## config.mk

```make
export PLATFORM = sky130hd
export DESIGN_NAME = dns_wildcard_a_responder_top
export DESIGN_NICKNAME = d
export VERILOG_FILES = /design/src/dwr_pkg.sv /design/src/dwr_cfg.sv /design/src/dwr_parse.sv /design/src/dwr_emit.sv /design/src/dns_wildcard_a_responder_top.sv
export SDC_FILE = /design/constraint.sdc
export NUM_CORES = 1
export LEC_CHECK = 0
export BUFFER_PORTS_ARGS = -buffer_cell sky130_fd_sc_hd__buf_2
export CAP_MARGIN = 10
export CORE_AREA = 2 2 126 128
export CTS_CLUSTER_SIZE = 30
export DETAILED_ROUTE_END_ITERATION = 16
export DIE_AREA = 0 0 128 130
export GPL_TIMING_DRIVEN = 1
export HOLD_SLACK_MARGIN = 0.15
export PLACE_DENSITY_LB_ADDON = 0.15
export SLEW_MARGIN = 5
export SYNTH_ARGS = -nofsm -noshare
export SYNTH_HDL_FRONTEND = slang
export SYNTH_SLANG_ARGS = --single-unit
```

## constraint.sdc

```tcl
create_clock -name clk -period 3.9 [get_ports clk]
set_input_delay 0.39 -clock clk [delete_from_list [all_inputs] [get_ports clk]]
set_output_delay 0.39 -clock clk [all_outputs]
set_load 0.01 [all_outputs]
```

## src/dwr_pkg.sv

```systemverilog
// Shared types, constants and the answer record table for the wildcard DNS responder.
// No dependencies; imported by dwr_cfg, dwr_parse, dwr_emit and the top level.
package dwr_pkg;

  localparam int unsigned MAX_PACKET_DEF = 512;
  localparam int unsigned HDR_LEN        = 12;
  localparam int unsigned ANS_LEN        = 16;
  localparam int unsigned QTAIL_LEN      = 4;

  localparam logic [7:0]  FLAGS_HI       = 8'h84;
  localparam logic [7:0]  PTR_HI         = 8'hC0;
  localparam logic [7:0]  PTR_LO         = 8'h0C;
  localparam logic [31:0] ADDR_RESET     = 32'hC0A8_0401;
  localparam logic [31:0] TTL_RESET      = 32'd300;

  // register indexes on the configuration port
  localparam logic REG_ADDRESS = 1'b0;
  localparam logic REG_TTL     = 1'b1;

  typedef enum logic [1:0] {
    TAIL_NONE,
    TAIL_ANSWER,
    TAIL_DISCARD
  } tail_kind_t;

  // work handed from the parser to the emitter for one accepted byte
  typedef struct packed {
    logic       echo;
    logic [7:0] echo_byte;
    tail_kind_t tail;
  } job_t;

  function automatic logic [7:0] ans_byte(input logic [3:0] idx, input logic [31:0] ttl,
                                          input logic [31:0] addr);
    logic [7:0] b;
    case (idx)
      4'd0:    b = PTR_HI;
      4'd1:    b = PTR_LO;
      4'd2:    b = 8'h00;
      4'd3:    b = 8'h01;
      4'd4:    b = 8'h00;
      4'd5:    b = 8'h01;
      4'd6:    b = ttl[31:24];
      4'd7:    b = ttl[23:16];
      4'd8:    b = ttl[15:8];
      4'd9:    b = ttl[7:0];
      4'd10:   b = 8'h00;
      4'd11:   b = 8'h04;
      4'd12:   b = addr[31:24];
      4'd13:   b = addr[23:16];
      4'd14:   b = addr[15:8];
      default: b = addr[7:0];
    endcase
    return b;
  endfunction

endpackage

```

## src/dwr_cfg.sv

```systemverilog
// Configuration registers (answer address and TTL) behind an APB-style port.
// Depends on dwr_pkg for reset values and register indexes.
module dwr_cfg (
  input  logic        clk,
  input  logic        rst,
  input  logic        psel,
  input  logic        penable,
  input  logic        pwrite,
  input  logic [2:0]  paddr,
  input  logic [31:0] pwdata,
  output logic [31:0] prdata,
  output logic        pready,
  output logic [31:0] answer_address,
  output logic [31:0] answer_ttl
);
  import dwr_pkg::*;

  logic wr_en;

  assign pready = 1'b1;
  assign wr_en  = psel && penable && pwrite;

  always_ff @(posedge clk) begin
    if (rst) begin
      answer_address <= ADDR_RESET;
      answer_ttl     <= TTL_RESET;
    end else if (wr_en) begin
      unique case (paddr[2])
        REG_ADDRESS: answer_address <= pwdata;
        REG_TTL:     answer_ttl     <= pwdata;
        default:     answer_address <= answer_address;
      endcase
    end
  end

  always_comb begin
    unique case (paddr[2])
      REG_ADDRESS: prdata = answer_address;
      REG_TTL:     prdata = answer_ttl;
      default:     prdata = '0;
    endcase
  end

endmodule

```

## src/dwr_parse.sv

```systemverilog
// Query parser: rewrites the header, walks the question labels and decides the tail.
// Depends on dwr_pkg for the job struct and constants.
module dwr_parse #(
  parameter int unsigned MAX_PACKET = dwr_pkg::MAX_PACKET_DEF
) (
  input  logic          clk,
  input  logic          rst,
  input  logic          accept,
  input  logic [7:0]    rx_byte,
  input  logic          end_of_datagram,
  output dwr_pkg::job_t job
);
  import dwr_pkg::*;

  localparam int unsigned PosW = $clog2(MAX_PACKET + 1);

  typedef enum logic [2:0] {
    PH_HEADER,
    PH_NAME,
    PH_LABEL,
    PH_TAIL,
    PH_DONE
  } phase_t;

  phase_t          parse_phase, parse_phase_next;
  logic [PosW-1:0] byte_position, byte_position_next;
  logic [7:0]      label_remaining, label_remaining_next;
  logic [2:0]      tail_remaining, tail_remaining_next;
  logic [PosW-1:0] question_end, question_end_next;

  logic            in_range;
  logic [7:0]      out_b;
  logic [7:0]      lab_dec;
  logic [2:0]      tail_dec;
  logic            fits;

  assign in_range = byte_position < PosW'(MAX_PACKET);
  assign lab_dec  = (label_remaining != 8'd0) ? label_remaining - 8'd1 : label_remaining;
  assign tail_dec = (tail_remaining != 3'd0) ? tail_remaining - 3'd1 : tail_remaining;

  always_comb begin
    parse_phase_next     = parse_phase;
    byte_position_next   = byte_position;
    label_remaining_next = label_remaining;
    tail_remaining_next  = tail_remaining;
    question_end_next    = question_end;
    out_b                = rx_byte;

    if (in_range) begin
      byte_position_next = byte_position + PosW'(1);
      unique case (parse_phase)
        PH_HEADER: begin
          if (byte_position == PosW'(2)) begin
            out_b = FLAGS_HI;
          end else if (byte_position == PosW'(7)) begin
            out_b = 8'h01;
          end else if (byte_position == PosW'(3) || byte_position == PosW'(6) ||
                       (byte_position >= PosW'(8) && byte_position <= PosW'(HDR_LEN - 1))) begin
            out_b = 8'h00;
          end
          if (byte_position == PosW'(HDR_LEN - 1)) parse_phase_next = PH_NAME;
        end
        PH_NAME: begin
          if (rx_byte == 8'd0) begin
            parse_phase_next    = PH_TAIL;
            tail_remaining_next = 3'(QTAIL_LEN);
          end else begin
            parse_phase_next     = PH_LABEL;
            label_remaining_next = rx_byte;
          end
        end
        PH_LABEL: begin
          label_remaining_next = lab_dec;
          if (lab_dec == 8'd0) parse_phase_next = PH_NAME;
        end
        PH_TAIL: begin
          tail_remaining_next = tail_dec;
          if (tail_dec == 3'd0) begin
            parse_phase_next  = PH_DONE;
            question_end_next = byte_position + PosW'(1);
          end
        end
        default: ;
      endcase
    end
  end

  assign fits = ({1'b0, question_end_next} + (PosW + 1)'(ANS_LEN)) <= (PosW + 1)'(MAX_PACKET);

  always_comb begin
    job.echo      = in_range && (parse_phase != PH_DONE);
    job.echo_byte = out_b;
    if (!end_of_datagram) begin
      job.tail = TAIL_NONE;
    end else if (parse_phase_next == PH_DONE && fits) begin
      job.tail = TAIL_ANSWER;
    end else begin
      job.tail = TAIL_DISCARD;
    end
  end

  always_ff @(posedge clk) begin
    if (rst) begin
      parse_phase     <= PH_HEADER;
      byte_position   <= '0;
      label_remaining <= '0;
      tail_remaining  <= '0;
      question_end    <= '0;
    end else if (accept) begin
      if (end_of_datagram) begin
        // datagram closed: start over for the next one
        parse_phase     <= PH_HEADER;
        byte_position   <= '0;
        label_remaining <= '0;
        tail_remaining  <= '0;
        question_end    <= '0;
      end else begin
        parse_phase     <= parse_phase_next;
        byte_position   <= byte_position_next;
        label_remaining <= label_remaining_next;
        tail_remaining  <= tail_remaining_next;
        question_end    <= question_end_next;
      end
    end
  end

endmodule

```

## src/dwr_emit.sv

```systemverilog
// Result emitter: holds one job, sends its echo byte (if any) then any answer burst or discard marker.
// Depends on dwr_pkg for the job struct and the answer table.
module dwr_emit (
  input  logic          clk,
  input  logic          rst,
  input  logic          load,
  input  dwr_pkg::job_t job_in,
  input  logic [31:0]   answer_address,
  input  logic [31:0]   answer_ttl,
  output logic          can_load,
  output logic          out_valid,
  input  logic          out_stall,
  output logic [7:0]    reply_byte,
  output logic          end_of_reply,
  output logic          discard
);
  import dwr_pkg::*;

  job_t       job;
  logic [3:0] ans_idx;

  logic       busy;
  logic       out_ready;
  logic       take;
  logic       last_one;
  logic [7:0] nxt_byte;
  logic       nxt_eor;
  logic       nxt_disc;

  assign busy      = job.echo || (job.tail != TAIL_NONE);
  assign out_ready = !out_valid || !out_stall;
  assign take      = busy && out_ready;

  always_comb begin
    if (job.echo) begin
      last_one = (job.tail == TAIL_NONE);
    end else begin
      last_one = (job.tail == TAIL_DISCARD) || (ans_idx == 4'(ANS_LEN - 1));
    end
  end

  // a new transaction may enter when no job is held or the held job drains this cycle
  assign can_load = !busy || (take && last_one);

  always_comb begin
    if (job.echo) begin
      nxt_byte = job.echo_byte;
      nxt_eor  = 1'b0;
      nxt_disc = 1'b0;
    end else if (job.tail == TAIL_ANSWER) begin
      nxt_byte = ans_byte(ans_idx, answer_ttl, answer_address);
      nxt_eor  = (ans_idx == 4'(ANS_LEN - 1));
      nxt_disc = 1'b0;
    end else begin
      nxt_byte = 8'h00;
      nxt_eor  = 1'b1;
      nxt_disc = 1'b1;
    end
  end

  always_ff @(posedge clk) begin
    if (rst) begin
      job.echo  <= 1'b0;
      job.tail  <= TAIL_NONE;
      ans_idx   <= '0;
      out_valid <= 1'b0;
    end else begin
      if (load) begin
        job.echo      <= job_in.echo;
        job.echo_byte <= job_in.echo_byte;
        job.tail      <= job_in.tail;
        ans_idx       <= '0;
      end else if (take) begin
        if (job.echo) begin
          job.echo <= 1'b0;
        end else if (job.tail == TAIL_ANSWER && ans_idx != 4'(ANS_LEN - 1)) begin
          ans_idx <= ans_idx + 4'd1;
        end else begin
          job.tail <= TAIL_NONE;
        end
      end
      if (out_ready) out_valid <= busy;
    end
  end

  always_ff @(posedge clk) begin
    if (take) begin
      reply_byte   <= nxt_byte;
      end_of_reply <= nxt_eor;
      discard      <= nxt_disc;
    end
  end

endmodule

```

## src/dns_wildcard_a_responder_top.sv

```systemverilog
// Wildcard DNS A responder: one query byte per cycle in, one reply byte per cycle out, unless
// in_stall or out_stall holds the flow. An accepted byte is parsed in the cycle it arrives and
// its echo passes through the emitter's job register and then the output register. Bytes
// are taken one per cycle while in_stall is low; the last byte of a datagram holds the input
// while its answer record or discard marker drains, since the single output register
// sends one result byte per cycle when not stalled. Bytes beyond MAX_PACKET are accepted and
// produce no echo. Depends on dwr_pkg, dwr_cfg, dwr_parse and dwr_emit.
module dns_wildcard_a_responder_top #(
  parameter int unsigned MAX_PACKET = dwr_pkg::MAX_PACKET_DEF
) (
  input  logic        clk,
  input  logic        rst,
  input  logic        in_valid,
  output logic        in_stall,
  input  logic [7:0]  rx_byte,
  input  logic        end_of_datagram,
  output logic        out_valid,
  input  logic        out_stall,
  output logic [7:0]  reply_byte,
  output logic        end_of_reply,
  output logic        discard,
  input  logic        psel,
  input  logic        penable,
  input  logic        pwrite,
  input  logic [2:0]  paddr,
  input  logic [31:0] pwdata,
  output logic [31:0] prdata,
  output logic        pready
);
  import dwr_pkg::*;

  job_t        job;
  logic        can_load;
  logic        accept;
  logic [31:0] answer_address;
  logic [31:0] answer_ttl;

  assign in_stall = !can_load;
  assign accept   = in_valid && can_load;

  dwr_cfg u_cfg (
    .clk            (clk),
    .rst            (rst),
    .psel           (psel),
    .penable        (penable),
    .pwrite         (pwrite),
    .paddr          (paddr),
    .pwdata         (pwdata),
    .prdata         (prdata),
    .pready         (pready),
    .answer_address (answer_address),
    .answer_ttl     (answer_ttl)
  );

  dwr_parse #(.MAX_PACKET(MAX_PACKET)) u_parse (
    .clk             (clk),
    .rst             (rst),
    .accept          (accept),
    .rx_byte         (rx_byte),
    .end_of_datagram (end_of_datagram),
    .job             (job)
  );

  dwr_emit u_emit (
    .clk            (clk),
    .rst            (rst),
    .load           (accept),
    .job_in         (job),
    .answer_address (answer_address),
    .answer_ttl     (answer_ttl),
    .can_load       (can_load),
    .out_valid      (out_valid),
    .out_stall      (out_stall),
    .reply_byte     (reply_byte),
    .end_of_reply   (end_of_reply),
    .discard        (discard)
  );

endmodule

```

Word level (Yosys, flattened, before mapping)
Index checks and enable logic that the tools add are counted.
{"block": "totals", "ff_bits": 124, "in_bits": 51, "output_inout_bits": 45, "elab_cells": 145}
{"block": "op_classes", "addsub": 5, "order_cmp": 4, "eq_ne": 32, "n_mux": 43, "bitwise": 3, "reduce_logical": 43}
{"operator": "8-bit one-hot mux with 12 select lines", "count": 1}
{"operator": "8-bit two-way mux", "count": 11}
{"operator": "32-bit one-hot mux with 2 select lines", "count": 1}
{"operator": "10-bit two-way mux", "count": 6}
{"operator": "4-bit equality test, second input constant", "count": 8}
{"operator": "3-bit two-way mux", "count": 9}
{"operator": "10-bit by 2-bit equality test with 1-bit output, second input constant", "count": 2}
{"operator": "10-bit by 3-bit equality test with 1-bit output, second input constant", "count": 2}
{"operator": "4-bit by 3-bit equality test with 1-bit output, second input constant", "count": 4}
{"operator": "8-bit logical NOT", "count": 2}
{"operator": "8-bit one-hot mux with 2 select lines", "count": 1}
{"operator": "2-bit two-way mux", "count": 6}
{"operator": "3-bit one-hot mux with 4 select lines", "count": 1}
{"operator": "10-bit by 5-bit adder with 11-bit output, second input constant", "count": 1}
{"operator": "11-bit by 10-bit less-or-equal comparator with 1-bit output, second input constant", "count": 1}
{"operator": "10-bit by 1-bit adder with 10-bit output, second input constant", "count": 1}
{"operator": "10-bit by 4-bit equality test with 1-bit output, second input constant", "count": 1}
{"operator": "10-bit by 4-bit >= comparator with 1-bit output, second input constant", "count": 1}
{"operator": "10-bit by 4-bit less-or-equal comparator with 1-bit output, second input constant", "count": 1}
{"operator": "10-bit less-than comparator, second input constant", "count": 1}
{"operator": "1-bit logical AND", "count": 9}
{"operator": "3-bit nonzero test", "count": 3}
{"operator": "4-bit by 2-bit equality test with 1-bit output, second input constant", "count": 2}
{"operator": "2-bit AND reduction", "count": 4}
{"operator": "27 further kinds", "count": 51}

Depth between registers and ports, before layout
{"block": "logic_depth", "ltp_word": 12, "mapped_depth": 10}

Cells and area by module
A second synthesis with hierarchy kept.
{"block": "unflattened", "cells_unflattened": 805, "area_unflattened_um2": 7224.4}
{"module": "dwr_cfg", "instances": 1, "cells_each": 295, "area_each_um2": 3105.5}
{"module": "dwr_parse", "instances": 1, "cells_each": 318, "area_each_um2": 2374.8}
{"module": "dwr_emit", "instances": 1, "cells_each": 190, "area_each_um2": 1734.2}
{"module": "dns_wildcard_a_responder_top", "instances": 1, "cells_each": 2, "area_each_um2": 10.0}

Worst setup path after synthesis
No wires, ideal clock.
{"block": "synth_timing", "path_type": "register -> register", "startpoint": "register u_parse.tail_remaining[0]", "endpoint": "register u_emit.job[1] (netlist name)", "arrival_ps": 1962, "required_ps": 3769, "setup_slack_ps": 1807, "path_stages_with_launch": 10, "n_path_buf": 0, "path_cell_list": "dfxtp_1 inv_1 ha_1 ha_1 or3b_1 a21oi_1 nand3_1 o22a_1 nor4_2 o32ai_1"}
{"block": "synth_between", "elab_chain_cells": 12, "word_cells_on_any_way": 17}
{"element": "from (decl)", "line_no": "dwr_parse.sv:28", "text": "logic [2:0] tail_remaining, tail_remaining_next;"}
{"element": "from (signal assigned)", "line_no": "dwr_parse.sv:121", "text": "tail_remaining <= tail_remaining_next;"}
{"element": "3-bit by 1-bit subtractor with 3-bit output or 3-bit nonzero test (tied branches)", "line_no": "dwr_parse.sv:39", "text": "assign tail_dec = (tail_remaining != 3'd0) ? tail_remaining - 3'd1 : tail_remaining;"}
{"element": "3-bit two-way mux *", "line_no": "dwr_parse.sv:39"}
{"element": "3-bit logical NOT *", "line_no": "dwr_parse.sv:78", "text": "if (tail_dec == 3'd0) begin"}
{"element": "10-bit two-way mux", "line_no": "dwr_parse.sv:78"}
{"element": "10-bit two-way mux", "line_no": "dwr_parse.sv:51", "text": "unique case (parse_phase)"}
{"element": "10-bit two-way mux", "line_no": "dwr_parse.sv:49", "text": "if (in_range) begin"}
{"element": "10-bit by 5-bit adder with 11-bit output", "line_no": "dwr_parse.sv:88", "text": "assign fits = ({1'b0, question_end_next} + (PosW + 1)'(ANS_LEN)) <= (PosW + 1)'(MAX_PACKET);"}
{"element": "11-bit by 10-bit less-or-equal comparator with 1-bit output", "line_no": "dwr_parse.sv:88"}
{"element": "1-bit logical AND *", "line_no": "dwr_parse.sv:95", "text": "end else if (parse_phase_next == PH_DONE && fits) begin"}
{"element": "2-bit two-way mux *", "line_no": "dwr_parse.sv:95"}
{"element": "2-bit two-way mux *", "line_no": "dwr_parse.sv:93", "text": "if (!end_of_datagram) begin"}
{"element": "2-bit two-way mux *", "line_no": "dwr_emit.sv:68", "text": "if (load) begin"}
{"element": "to (decl)", "line_no": "dwr_emit.sv:19", "text": "job_t job;"}
Every way passes the cells marked *; elsewhere a longest branch is shown, timed or not.
A chain may end at the register's enable or synchronous reset.

Final worst setup path
{"block": "layout_timing", "startpoint": "register u_emit.ans_idx[0]", "endpoint": "register u_parse.tail_remaining[2]"}
{"block": "layout_between", "elab_chain_cells": 7}
{"element": "from (decl)", "line_no": "dwr_emit.sv:20", "text": "logic [3:0] ans_idx;"}
{"element": "from (signal assigned)", "line_no": "dwr_emit.sv:77", "text": "ans_idx <= ans_idx + 4'd1;"}
{"element": "4-bit equality test", "line_no": "dwr_emit.sv:38", "text": "last_one = (job.tail == TAIL_DISCARD) || (ans_idx == 4'(ANS_LEN - 1));"}
{"element": "1-bit logical OR", "line_no": "dwr_emit.sv:38"}
{"element": "1-bit two-way mux", "line_no": "dwr_emit.sv:35", "text": "if (job.echo) begin"}
{"element": "1-bit logical AND", "line_no": "dwr_emit.sv:43", "text": "assign can_load = !busy || (take && last_one);"}
{"element": "1-bit logical OR", "line_no": "dwr_emit.sv:43"}
{"element": "1-bit logical AND", "line_no": "dns_wildcard_a_responder_top.sv:39", "text": "assign accept = in_valid && can_load;"}
{"element": "4-bit AND reduction (no line)"}
No other way between the ends.

==> summary.md <==
| Metric | Value |
|---|---|
| Outcome | `complete, no violations` |
| Vias | `6209` |
| Max incr delay on CP | `0.76 ns` |
| Vias per cell | `5.797` |
| Synth Area in XOR/XNOR | `1.600%` |
| Port-buffer cells | `a little over 90` |
| 1st-iter DRT viols | `683` |
| ANT cells | `0` |
| Post-synth net total | `874` |
| Main flop type after synthesis | `dfxtp_1` |
| Max_cap viols | `0` |
| Yosys warning count | `0` |
| Setup-failing EPs final | `0` |
| Final Net Count | `929` |
| Clk_lat worst skew | `0.42 ns` |
| Largest net degree at the start of global routing | `63` |
| Commonest cells after routing, fill and taps aside | `nand2_1 (182), dfxtp_1 (106), buf_2 (92)` |
| Die span in y | `130 um` |
| Post-synthesis mux area share | `6.858%` |
| Clock Sinks | `124` |
| Slew @ Worst Pin | `0.9276 ns` |
| All-Layer GR Usage | `between 20% and 30%` |
| WL final | `approximately 19000 um` |
| Die Span X | `128 um` |
| CTS resizes | `0` |
| Crit-path max FO | `12` |
| DIE AREA | `about 17000 um^2` |
| GP Congestion | `0.8518` |
| Setup slack, reg-to-reg | `roughly 0.96 ns` |
| Worst hold path depth | `3` |
| Largest family of logic cells by synthesized area | `simple AND/OR/NAND/NOR gates` |
| Critical path arrival | `between 3 and 4 ns` |
| Fin. max-slew vios | `0` |
| WL per Instance | `approximately 18 um` |
| CP cell instances | `ha_1, nand3_1, nor3b_2, o21ai_2, nor3_1, nand4b_1, a21oi_1` |
| Reg area | `2663 um^2` |
| Post-synth ARST share | `0%` |
| Worst Setup Path Type | `flip-flop to flip-flop` |
| Finished Cell Area | `7614 um^2` |
| Starting Density | `a little over two fifths` |
| Crit start category | `flip-flop` |
| Peak VDD IR | `~0.32 mV` |
| Fillers | `1500` |
| Hold_buf cts | `0` |
| CTS root buf | `clkbuf_16` |
| Slew headroom | `37.68%` |
| Setup bufs post-CTS | `0` |
| Fin crit period | `2.937 ns` |
| Clock tree buffer depth | `2` |
| Vias in the first global route | `5702` |
| Fin Setup TNS | `0 ns` |
| Worst endpoint required time | `4.24 ns` |
| # DRC | `0` |
| Syn Std Cell Area | `6568 um^2` |
| Area of the multi-input gates | `around 3600 um^2` |
| IO Pins | `96` |
| FP Rows | `46` |
| Layout cells sized above 1 | `20.48%` |
| Synthesis-to-finish area growth | `15.93%` |
| Core area | `15420 um^2` |
| RSZ-0062 raised after global routing | `false` |
| Global-route wire length before repair | `30410 um` |
| Post-synthesis compound-gate area fraction | `20.00%` |
| H-tree depth | `4` |
| Number of flops mapped to enable cells by yosys | `18` |
| Reg2reg path depth | `7` |
| Yosys cell types | `77` |
| Gr ovfl total | `0` |
| Fin Clk Skew | `0.007243 ns` |
| Synth Area in Adders | `1.905%` |
| TritonCTS clock tree | `yes` |
| Mapped Cells | `813` |
| Area after DPL | `slightly above 7000 um^2` |
| Antenna violations before repair | `1` |
| PD cells | `a little over 400 nW/um^2` |
| Syn_area_per_cell | `8.078 um^2` |
| CTS Buf Count | `17` |
| Antenna Nets Post-Route | `0` |
| CTS clk-pin slew, worst paths | `approximately 0.05 ns` |
| Pleak | `2.910 nW` |
| Commonest non-fill, non-tap cell in the layout | `nand2_1` |
| Tcrit/Tclk final | `75.31%` |
| Simple-gate area share of the yosys netlist | `24.04%` |
| Worst min path class | `input port to flip-flop` |
| FMAX | `0.3405 GHz` |
| HPWL after detailed placement | `13550 um` |
| Hold Vio Cnt, Final | `0` |
| Crit end category | `flip-flop` |
| DRT Pass-1 Iters | `5` |
| Seq/Total Area, Yosys | `40.54%` |
| FF+latch count, synth | `124` |
| Slowest stage cell, crit path | `nor3_1` |
-- metal layers --
| metal | track usage [%] | share of wire (%) |
|---|---|---|
| met1 | 33.26 | 47 |
| met2 | 35.36 | 44 |
| met3 | 4.920 | 7.0 |
| met4 | 9.114 | 2.2 |
| met5 | 0 | 0.052 |
-- sequential cells by signal, summed over array words and instances (netlist names), 3 cells and up --
name                     cells
u_emit.job                  11
u_parse.question_end        10
u_emit.ans_idx               4
u_parse.byte_position       10
u_cfg.answer_ttl            32
u_cfg.answer_address        32
u_parse.tail_remaining       3
u_emit.reply_byte            8
u_parse.parse_phase          3
u_parse.label_remaining      8
-- worst max-delay path: cells and delay by family (launching register included) --
kind,cells,cell delay [ns]
fa+ha+maj,1,0.52
compound gates,2,0.38
flops,1,0.41
simple gates,4,1.55
-- final timing paths --
check	end	start
min reg2reg	u_parse.question_end[9]	u_parse.question_end[9]
max	u_parse.tail_remaining[2]	u_emit.ans_idx[0]
min	u_cfg.answer_address[31]	pwdata[31]
max reg2reg	u_parse.tail_remaining[2]	u_emit.ans_idx[0]
-- power breakdown --
part | leakage (nW) | internal [mW] | switching [mW] | total, mW
Clock | 0.277 | 0.928 | 0.549 | 1.48
Sequential | 1.03 | 1.33 | 0.0308 | 1.37
Combinational | 1.60 | 0.0994 | 0.157 | 0.256
-- cell families after synthesis --
family	count (synthesis)
muxes	41
adders and majority gates	10
DFF	124
AOI/OAI and AO/OA	203
and+or+nand+nor	341
other	1
xor gates and xnor gates	12
buffers and inverters	81
-- Yosys cell counts (all sizes together) (11+ instances only) --
master	n	share of area, %
clkbuf	50	2.9
a22oi	11	1.3
nor3	16	1.4
a21oi	83	6.4
buf	12	1.0
nor2	48	2.7
dfxtp	106	32
mux2	32	5.5
nand3	36	2.8
inv	17	0.97
o21ai	45	3.5
edfxtp	18	8.2
nand2	182	10
-- layout make-up --
cell class	count	area share (%)
Clock buffer	22	6.360
Timing Repair Buffer	98	6.639
Sequential cell	124	34.97
Multi-Input combinational cell	608	47.05
Inverter	19	0.9367
Clock inverter	8	0.8874
Tap cell	192	3.155
-- metrics by stage --
stage	hold slack (ns)	instances	worst slack [ns]	utilization [%]	power, mW
after CTS	0.1892	1071	0.9870	49.36	3.115
after detailed placement	0.4476	1041	0.9969	45.78	1.647
final	0.2018	1071	0.9629	49.36	3.099
after global routing	0.2029	1071	0.6794	49.36	3.203
after floorplan	0.4247	813	1.807	-	1.543
after global placement	0.4369	1041	1.029	45.78	1.641
Power figures use the tool's default switching activity.
